===== src/rtl/plist_pkg.sv =====
package plist_pkg;

  localparam int CAPACITY = 16;
  localparam int IDX_W    = (CAPACITY > 1) ? $clog2(CAPACITY) : 1;
  localparam int LEN_W    = $clog2(CAPACITY + 1);
  localparam int VAL_W    = 32;
  localparam int POS_W    = 8;
  localparam int RPOS_W   = 9;
  localparam int MODE_W   = 3;
  localparam int STAT_W   = 3;

  typedef enum logic [MODE_W-1:0] {
    MODE_INS_POS  = 3'd0,
    MODE_INS_END  = 3'd1,
    MODE_DEL_POS  = 3'd2,
    MODE_DEL_END  = 3'd3,
    MODE_SEARCH   = 3'd4,
    MODE_TRAVERSE = 3'd5
  } plist_mode_e;

  typedef enum logic [STAT_W-1:0] {
    ST_OK        = 3'd0,
    ST_EMPTY     = 3'd1,
    ST_INVALID   = 3'd2,
    ST_BEYOND    = 3'd3,
    ST_NOT_FOUND = 3'd4,
    ST_FULL      = 3'd5
  } plist_status_e;

  typedef struct packed {
    plist_status_e            status;
    logic signed [VAL_W-1:0]  value;
    logic [RPOS_W-1:0]        position;
    logic                     last;
  } plist_res_t;

endpackage


===== src/rtl/plist_ram.sv =====
module plist_ram
  import plist_pkg::*;
(
  input  logic                    clk_i,
  input  logic                    we_i,
  input  logic [IDX_W-1:0]        waddr_i,
  input  logic signed [VAL_W-1:0] wdata_i,
  input  logic [IDX_W-1:0]        raddr_i,
  output logic signed [VAL_W-1:0] rdata_o
);

  logic signed [VAL_W-1:0] mem [CAPACITY];
  logic signed [VAL_W-1:0] rdata_q;

  always_ff @(posedge clk_i) begin
    if (we_i) begin
      mem[waddr_i] <= wdata_i;
    end
    rdata_q <= mem[raddr_i];
  end

  assign rdata_o = rdata_q;

endmodule


===== src/rtl/plist_ctrl.sv =====
module plist_ctrl
  import plist_pkg::*;
(
  input  logic                    clk_i,
  input  logic                    rst_ni,
  input  logic                    op_valid_i,
  output logic                    op_ready_o,
  input  logic [MODE_W-1:0]       op_mode_i,
  input  logic [POS_W-1:0]        op_pos_i,
  input  logic signed [VAL_W-1:0] op_value_i,
  output logic                    res_valid_o,
  input  logic                    res_ready_i,
  output plist_res_t              res_o
);

  typedef enum logic [11:0] {
    S_IDLE     = 12'b0000_0000_0001,
    S_INS      = 12'b0000_0000_0010,
    S_INS_WR   = 12'b0000_0000_0100,
    S_DEL_RD   = 12'b0000_0000_1000,
    S_DEL_CAP  = 12'b0000_0001_0000,
    S_DEL      = 12'b0000_0010_0000,
    S_DEL_WR   = 12'b0000_0100_0000,
    S_SRCH_RD  = 12'b0000_1000_0000,
    S_SRCH_CMP = 12'b0001_0000_0000,
    S_TRV_RD   = 12'b0010_0000_0000,
    S_TRV_CAP  = 12'b0100_0000_0000,
    S_EMIT     = 12'b1000_0000_0000
  } state_e;

  state_e                  state_q, state_d;
  logic [LEN_W-1:0]        len_q, len_d;
  logic [LEN_W-1:0]        ptr_q, ptr_d;
  logic [LEN_W-1:0]        tgt_q, tgt_d;
  logic signed [VAL_W-1:0] key_q, key_d;
  logic                    trav_q, trav_d;
  plist_res_t              res_q, res_d;

  logic                    we;
  logic [IDX_W-1:0]        waddr, raddr;
  logic signed [VAL_W-1:0] wdata, rdata;
  logic [LEN_W-1:0]        ptr_inc, ptr_dec;
  logic                    pos_gt_len;
  logic [POS_W-1:0]        pos_m1;

  plist_ram u_ram (
    .clk_i   (clk_i),
    .we_i    (we),
    .waddr_i (waddr),
    .wdata_i (wdata),
    .raddr_i (raddr),
    .rdata_o (rdata)
  );

  assign ptr_inc    = ptr_q + 1'b1;
  assign ptr_dec    = ptr_q - 1'b1;
  assign pos_gt_len = RPOS_W'(op_pos_i) > RPOS_W'(len_q);
  assign pos_m1     = op_pos_i - 1'b1;

  function automatic plist_res_t err_res(plist_status_e st);
    plist_res_t r;
    r.status   = st;
    r.value    = '0;
    r.position = '0;
    r.last     = 1'b1;
    return r;
  endfunction

  function automatic plist_res_t ok_res(logic signed [VAL_W-1:0] v,
                                        logic [LEN_W-1:0] p0, logic fin);
    plist_res_t r;
    r.status   = ST_OK;
    r.value    = v;
    r.position = RPOS_W'(p0) + 1'b1;
    r.last     = fin;
    return r;
  endfunction

  always_comb begin
    state_d    = state_q;
    len_d      = len_q;
    ptr_d      = ptr_q;
    tgt_d      = tgt_q;
    key_d      = key_q;
    trav_d     = trav_q;
    res_d      = res_q;
    we         = 1'b0;
    waddr      = ptr_q[IDX_W-1:0];
    wdata      = rdata;
    raddr      = ptr_q[IDX_W-1:0];
    op_ready_o = 1'b0;

    unique case (state_q)
      S_IDLE: begin
        op_ready_o = 1'b1;
        if (op_valid_i) begin
          key_d  = op_value_i;
          trav_d = 1'b0;
          case (plist_mode_e'(op_mode_i))
            MODE_INS_POS, MODE_INS_END: begin
              if (32'(len_q) >= CAPACITY) begin
                res_d   = err_res(ST_FULL);
                state_d = S_EMIT;
              end else begin
                ptr_d = len_q;
                if (plist_mode_e'(op_mode_i) == MODE_INS_END || pos_gt_len) begin
                  tgt_d = len_q;
                end else if (op_pos_i == '0 || len_q == '0) begin
                  tgt_d = '0;
                end else begin
                  tgt_d = LEN_W'(op_pos_i);
                end
                state_d = S_INS;
              end
            end
            MODE_DEL_POS: begin
              if (len_q == '0) begin
                res_d   = err_res(ST_EMPTY);
                state_d = S_EMIT;
              end else if (op_pos_i == '0) begin
                res_d   = err_res(ST_INVALID);
                state_d = S_EMIT;
              end else if (pos_gt_len) begin
                res_d   = err_res(ST_BEYOND);
                state_d = S_EMIT;
              end else begin
                ptr_d   = LEN_W'(pos_m1);
                tgt_d   = LEN_W'(pos_m1);
                state_d = S_DEL_RD;
              end
            end
            MODE_DEL_END: begin
              if (len_q == '0) begin
                res_d   = err_res(ST_EMPTY);
                state_d = S_EMIT;
              end else begin
                ptr_d   = len_q - 1'b1;
                tgt_d   = len_q - 1'b1;
                state_d = S_DEL_RD;
              end
            end
            MODE_SEARCH: begin
              if (len_q == '0) begin
                res_d   = err_res(ST_EMPTY);
                state_d = S_EMIT;
              end else begin
                ptr_d   = '0;
                state_d = S_SRCH_RD;
              end
            end
            MODE_TRAVERSE: begin
              if (len_q == '0) begin
                res_d   = err_res(ST_EMPTY);
                state_d = S_EMIT;
              end else begin
                ptr_d   = '0;
                trav_d  = 1'b1;
                state_d = S_TRV_RD;
              end
            end
            default: ; // unused codes: dropped silently
          endcase
        end
      end
      S_INS: begin
        if (ptr_q == tgt_q) begin
          we      = 1'b1;
          waddr   = tgt_q[IDX_W-1:0];
          wdata   = key_q;
          len_d   = len_q + 1'b1;
          res_d   = ok_res(key_q, tgt_q, 1'b1);
          state_d = S_EMIT;
        end else begin
          raddr   = ptr_dec[IDX_W-1:0];
          state_d = S_INS_WR;
        end
      end
      S_INS_WR: begin
        we      = 1'b1;
        ptr_d   = ptr_dec;
        state_d = S_INS;
      end
      S_DEL_RD: begin
        state_d = S_DEL_CAP;
      end
      S_DEL_CAP: begin
        key_d   = rdata;
        state_d = S_DEL;
      end
      S_DEL: begin
        if (ptr_inc >= len_q) begin
          len_d   = len_q - 1'b1;
          res_d   = ok_res(key_q, tgt_q, 1'b1);
          state_d = S_EMIT;
        end else begin
          raddr   = ptr_inc[IDX_W-1:0];
          state_d = S_DEL_WR;
        end
      end
      S_DEL_WR: begin
        we      = 1'b1;
        ptr_d   = ptr_inc;
        state_d = S_DEL;
      end
      S_SRCH_RD: begin
        state_d = S_SRCH_CMP;
      end
      S_SRCH_CMP: begin
        if (rdata == key_q) begin
          res_d   = ok_res(key_q, ptr_q, 1'b1);
          state_d = S_EMIT;
        end else if (ptr_inc >= len_q) begin
          res_d   = err_res(ST_NOT_FOUND);
          state_d = S_EMIT;
        end else begin
          ptr_d   = ptr_inc;
          state_d = S_SRCH_RD;
        end
      end
      S_TRV_RD: begin
        state_d = S_TRV_CAP;
      end
      S_TRV_CAP: begin
        res_d   = ok_res(rdata, ptr_q, ptr_inc == len_q);
        state_d = S_EMIT;
      end
      S_EMIT: begin
        if (res_ready_i) begin
          if (trav_q && !res_q.last) begin
            ptr_d   = ptr_inc;
            state_d = S_TRV_RD;
          end else begin
            state_d = S_IDLE;
          end
        end
      end
      default: state_d = S_IDLE;
    endcase
  end

  always_ff @(posedge clk_i or negedge rst_ni) begin
    if (!rst_ni) begin
      state_q <= S_IDLE;
      len_q   <= '0;
      trav_q  <= 1'b0;
    end else begin
      state_q <= state_d;
      len_q   <= len_d;
      trav_q  <= trav_d;
    end
  end

  always_ff @(posedge clk_i) begin
    ptr_q <= ptr_d;
    tgt_q <= tgt_d;
    key_q <= key_d;
    res_q <= res_d;
  end

  assign res_valid_o = (state_q == S_EMIT);
  assign res_o       = res_q;

endmodule


===== src/rtl/positional_list_engine.sv =====
// Positional list engine: an ordered list of up to CAPACITY signed 32-bit
// values, one operation per input transaction.
//
// Input stream (s_*): tuser carries the mode (insert after position, insert
// at end, delete at position, delete at end, search, traverse); tdata
// carries position and value. Modes 6 and 7 are swallowed with no result.
// Output stream (m_*): one result per operation, except traverse of a
// non-empty list which gives one result per entry; tlast marks the final
// result of an operation, tuser carries the status code.
//
// Sequencing: the list sits in a RAM with registered reads, and one
// sequencer moves entries one at a time, a read step and a write step per
// move. Insert shifts the entries from its slot onward up by one, delete
// first reads the entry it removes and then shifts the rest down, search
// scans from the front, traverse reads one entry per result, and errors and
// full-list inserts go straight to the result. The sequencer returns to idle
// after its last result leaves it; s_tready is high only while it is idle.
// A one-deep output register lets the next operation in while a result
// waits; a stalled receiver holds the sequencer in its emit step.
// Reset (async, active low) empties the list and drops any pending result.
module positional_list_engine
  import plist_pkg::*;
(
  input  logic        clk_i,
  input  logic        rst_ni,
  input  logic        s_tvalid_i,
  output logic        s_tready_o,
  input  logic [39:0] s_tdata_i,   // [7:0] position, [39:8] value
  input  logic [2:0]  s_tuser_i,   // [2:0] mode
  output logic        m_tvalid_o,
  input  logic        m_tready_i,
  output logic [47:0] m_tdata_o,   // [31:0] result_value, [40:32] result_position, zero pad
  output logic [2:0]  m_tuser_o,   // [2:0] status
  output logic        m_tlast_o    // last result of the operation
);

  logic       res_valid, res_ready;
  plist_res_t res;

  logic       out_valid_q;
  plist_res_t out_q;

  plist_ctrl u_ctrl (
    .clk_i       (clk_i),
    .rst_ni      (rst_ni),
    .op_valid_i  (s_tvalid_i),
    .op_ready_o  (s_tready_o),
    .op_mode_i   (s_tuser_i),
    .op_pos_i    (s_tdata_i[7:0]),
    .op_value_i  (s_tdata_i[39:8]),
    .res_valid_o (res_valid),
    .res_ready_i (res_ready),
    .res_o       (res)
  );

  // Output register: loads when empty or being drained this cycle.
  assign res_ready = !out_valid_q || m_tready_i;

  always_ff @(posedge clk_i or negedge rst_ni) begin
    if (!rst_ni) begin
      out_valid_q <= 1'b0;
    end else if (res_ready) begin
      out_valid_q <= res_valid;
    end
  end

  always_ff @(posedge clk_i) begin
    if (res_ready && res_valid) begin
      out_q <= res;
    end
  end

  assign m_tvalid_o = out_valid_q;
  assign m_tdata_o  = {7'b0, out_q.position, out_q.value};
  assign m_tuser_o  = out_q.status;
  assign m_tlast_o  = out_q.last;

endmodule


===== config.mk =====
export PLATFORM = sky130hd
export DESIGN_NAME = positional_list_engine
export DESIGN_NICKNAME = d
export VERILOG_FILES = /design/src/rtl/plist_pkg.sv /design/src/rtl/plist_ram.sv /design/src/rtl/plist_ctrl.sv /design/src/rtl/positional_list_engine.sv
export SDC_FILE = /design/constraint.sdc
export NUM_CORES = 1
export LEC_CHECK = 0
export BUFFER_PORTS_ARGS = -buffer_cell sky130_fd_sc_hd__buf_2
export CORE_ASPECT_RATIO = 1.75
export CORE_MARGIN = 2
export CORE_UTILIZATION = 55
export CTS_BUF_LIST = sky130_fd_sc_hd__clkbuf_4 sky130_fd_sc_hd__clkbuf_8
export CTS_CLUSTER_DIAMETER = 40
export DETAILED_ROUTE_END_ITERATION = 10
export PLACE_DENSITY = 0.75
export SLEW_MARGIN = 5
export SYNTH_ARGS = -nofsm -noshare
export SYNTH_HDL_FRONTEND = slang
export SYNTH_SLANG_ARGS = --single-unit

===== constraint.sdc =====
create_clock -name clk_i -period 6.8 [get_ports clk_i]
set_input_delay 0.68 -clock clk_i [delete_from_list [all_inputs] [get_ports clk_i]]
set_output_delay 0.68 -clock clk_i [all_outputs]
set_load 0.1 [all_outputs]

==> metrics.yaml <==
postRouteWirelength_mm: 79.9
path_cells: "inv_1 > nor3_1 > xnor2_1 > inv_1 > ha_1 > o211ai_1 > o21ai_0 > a2111oi_0 > o2111ai_4 > buf_4 > nand2_4 > buf_4 > a211oi_1 > o21bai_1 > and4_1"
finalSetupTns_ns: 0
r2r_start: "u_ctrl.ptr_q[2]$_DFFE_PP_"
number_of_vias_per_cell: 6.62
ys_warn_count: 0
dr.first_iter.drc_count: 2058
die_area_um2: 55000
hold_path_end: "u_ctrl.state_q[3]$_DFFE_PN0P_"
critPathTopFamily: "buffers and inverters"
synthesis.area_per_instance_um2: 14.8
grt_pass1_wl_mm: 117
critical_path.slowest_cell: "buf_4"
reg2reg_slack_ns: 1.05
die_y_um: 309
cts_root_buf: "clkbuf_8"
worstSkewPairLatency_ns: 0.69
cts_repair_resize_count: 0
post_route_total_power_mw: 11.2
timing.final.crit_share: 0.845
maxCapViolations: 0
peakVddDrop_v: 0.000159
synth-edff-count: 638
synth_sequential_area_ratio: 0.694
antenna_found_initial: 3
post-synth-top-area-cell: "edfxtp_1"
status: "finished clean"
numClockSinks: 689
start_util: 0.556
worst-slew-pin-transition_ns: 1.36
holdCritStartpoint: "s_tvalid_i"
synth_area_leaders: "edfxtp_1 66%, a211oi_1 5.1%, and3_1 4.2%"
whs_path_depth: 3
power.leakage_nw: 11.5
post-synth-top-area-fraction: 0.656
vias_in_the_first_global_route: 19000
ys.flop_type: "edfxtp_1"
dp_hpwl_mm: 48.8
drc: 0
cts-htree-levels: 3
finish.net_count: 2135
synthCells: 1972
cts_inserted_buffers: 90
powerDensity_nw_per_um2: 346
grt_start_max_net_pins: 130
rsz0062_at_grt: "no"
worstPathRequired_ns: 7.38
cts_post_setup_buffers_inserted: 0
period_minus_slack_ns: 5.75
port_buffers: 90
mappedNetlistArea_um2: 29200
fillerInstances: 3871
async_flop_share: 0.0276
firstDrtPassIters: 5
critical_path.startpoint_type: "register"
core-area_um2: 52500
rr_worst_depth: 15
clock_tree.buffer_depth: 3
postSynthRegisterBits: 689
globalplace.congestion: 0.924
setup_skew_after_layout_ns: 0.0348
cts_hold_buffers: 1
max_clock_freq_mhz: 174
critPathMaxStageDelay_ns: 0.93
final-setup-viol-count: 0
layout-drive-gt1-share: 0.192
layout-area-overhead-vs-synth_pct: 10.7
pin_count: 101
grt_usage: 0.293
cp_max_fo: 129
worst_ep_arrival_time_ns: 6.33
r2r_end: "u_ctrl.u_ram.rdata_o[2]$_DFF_P_"
postLayoutCoreUtil: 0.616
relSlewSlack: 0.0856
tritoncts: "built"
grt_ovf: 0
netlist-cell-type-count: 75
row_count: 111
timing.critical_path.buf_inv: 4
worst_setup_hold_path_clk_slew_ns: 0.07
wl_per_cell_um: 28.3
timing_hold_violations_final: 0
worstHoldPathType: "in -> reg"
worstSetupPathType: "reg -> reg"
antenna_left: 0
dr_total_vias: 18700
timing_max_transition_violations_final: 0
die-width_um: 178
setup.worst_path.end_class: "register"
==> metal layers <==
metal / wire (um) / track usage / up-vias / share of wire
li1: - / - / 8001 / -
met1: 26800 / 0.328 / 9361 / 0.34
met2: 40700 / 0.502 / 1047 / 0.51
met3: 6720 / 0.0554 / 291 / 0.084
met4: 5720 / 0.200 / 0 / 0.072
met5: 0 / 0 / - / 0
==> report_power, final <==
group	internal [mW]	switching (mW)	total [mW]
clock network	1.68	1.53	3.21
logic	0.707	1.68	2.39
registers	5.31	0.275	5.59
total	7.70	3.49	11.2
==> layout by cell type, fill, tap and decap left out, types with 4 or more instances in the layout <==
cell / netlist / routed
nand3_1: 22 / 21
nor3_2: 0 / 4
a22o_1: 32 / 32
o21bai_1: 96 / 96
dfxtp_1: 32 / 32
xnor2_1: 12 / 12
inv_1: 19 / 19
nand2_1: 107 / 106
nand4_1: 10 / 10
nor2_4: 0 / 13
xor2_1: 44 / 44
mux2_2: 66 / 66
a32oi_1: 35 / 34
o21ai_0: 14 / 14
clkinv_1: 0 / 11
or3_1: 6 / 6
and3_1: 196 / 196
conb_1: 1 / 10
o21a_1: 4 / 4
o22ai_1: 10 / 10
clkbuf_4: 0 / 29
and4_1: 32 / 32
nor2b_1: 8 / 8
nor2_1: 51 / 38
nor4_1: 13 / 13
clkinv_2: 0 / 17
clkbuf_8: 0 / 104
buf_2: 52 / 90
dfrtp_1: 18 / 18
ha_1: 20 / 20
nor3b_1: 5 / 4
mux2i_1: 39 / 39
buf_4: 18 / 47
a21oi_1: 18 / 18
nor3_1: 19 / 15
a211oi_1: 197 / 197
edfxtp_1: 638 / 638
==> worst max-delay path by stage <==
stage / from / end / slack (ns) / depth (start not counted)
floorplan: u_ctrl.state_q[11]$_DFFE_PN0P_ / u_ctrl.res_o[0]$_DFFE_PP_ / 0.94 / 9
global placement: u_ctrl.ptr_q[2]$_DFFE_PP_ / u_ctrl.u_ram.rdata_o[7]$_DFF_P_ / 1.43 / 15
detailed placement: u_ctrl.ptr_q[2]$_DFFE_PP_ / u_ctrl.u_ram.rdata_o[2]$_DFF_P_ / 1.21 / 15
CTS: u_ctrl.ptr_q[2]$_DFFE_PP_ / u_ctrl.u_ram.rdata_o[2]$_DFF_P_ / 1.20 / 15
global route: u_ctrl.ptr_q[2]$_DFFE_PP_ / u_ctrl.u_ram.rdata_o[21]$_DFF_P_ / 0.73 / 15
finish: u_ctrl.ptr_q[2]$_DFFE_PP_ / u_ctrl.u_ram.rdata_o[2]$_DFF_P_ / 1.05 / 15
==> worst reg2reg max path: stages (launching register included) <==
cell	delay (ns)
edfxtp_1	0.77
inv_1	0.31
nor3_1	0.63
xnor2_1	0.22
inv_1	0.07
ha_1	0.31
o211ai_1	0.12
o21ai_0	0.51
a2111oi_0	0.29
o2111ai_4	0.24
buf_4	0.93
nand2_4	0.20
buf_4	0.34
a211oi_1	0.39
o21bai_1	0.12
and4_1	0.22
==> flip-flops by register name (all words and copies together), names as in the netlist <==
name / cells
u_ctrl.u_ram.mem: 512
u_ctrl.res_o: 42
m_tdata_o: 38
u_ctrl.key_q: 32
u_ctrl.u_ram.rdata_o: 32
u_ctrl.state_q: 12
u_ctrl.len_q: 5
u_ctrl.ptr_q: 5
u_ctrl.tgt_q: 5
m_tuser_o: 3
m_tlast_o: 1
m_tvalid_o: 1
u_ctrl.trav_q: 1
==> per-stage QoR <==
step	instance area, um^2	setup slack (ns)	std cells	hold WS, ns
floorplan	29200	0.941	1981	0.384
global placement	30400	1.43	2653	0.400
detailed placement	30400	1.21	2653	0.407
CTS	32300	1.20	2822	0.268
global route	32300	0.735	2824	0.287
finish	32300	1.05	2825	0.296
==> Yosys cell counts (all sizes together) (4+ instances only) <==
| cell | count |
|---|---|
| dfrtp | 18 |
| nor4 | 14 |
| o22ai | 10 |
| o21ai | 14 |
| nand2 | 108 |
| nand4 | 10 |
| and2 | 4 |
| a32oi | 35 |
| edfxtp | 638 |
| xnor2 | 13 |
| mux2i | 39 |
| a22o | 32 |
| nor2b | 8 |
| nor3b | 5 |
| a211oi | 199 |
| o21a | 4 |
| or3 | 7 |
| mux2 | 66 |
| a21oi | 18 |
| clkbuf | 66 |
| inv | 19 |
| nand3 | 22 |
| and4 | 32 |
| o21bai | 96 |
| and3 | 197 |
| nor2 | 51 |
| nor4b | 5 |
| dfxtp | 32 |
| xor2 | 44 |
| ha | 20 |
| buf | 80 |
| nor3 | 21 |
==> layout make-up <==
cell class	instances	area, um^2	share of cell area
timing repair buffer	141	873	0.0270
clock buffer	133	1650	0.0510
clock inverter	35	259	0.00801
multi-input combinational	1127	8340	0.258
sequential	689	20300	0.627
inverter	19	71.3	0.00221
antenna	3	7.51	0.000232
tap	678	848	0.0262
==> kinds of logic (layout without fill, tap and decap cells) <==
family | after synthesis | after routing | share of synthesized area
AO/OA/AOI/OAI | 437 | 437 | 0.115
flip-flops | 689 | 689 | 0.694
XOR/XNOR | 57 | 57 | 0.0177
AND/OR/NAND/NOR | 498 | 498 | 0.0975
other | 1 | 13 | 0.000128
adder cells (fa/ha/maj) | 20 | 20 | 0.00857
buffers and inverters | 165 | 328 | 0.0281
multiplexers | 105 | 105 | 0.0388
No activity file was read; power rests on OpenSTA's default activity.
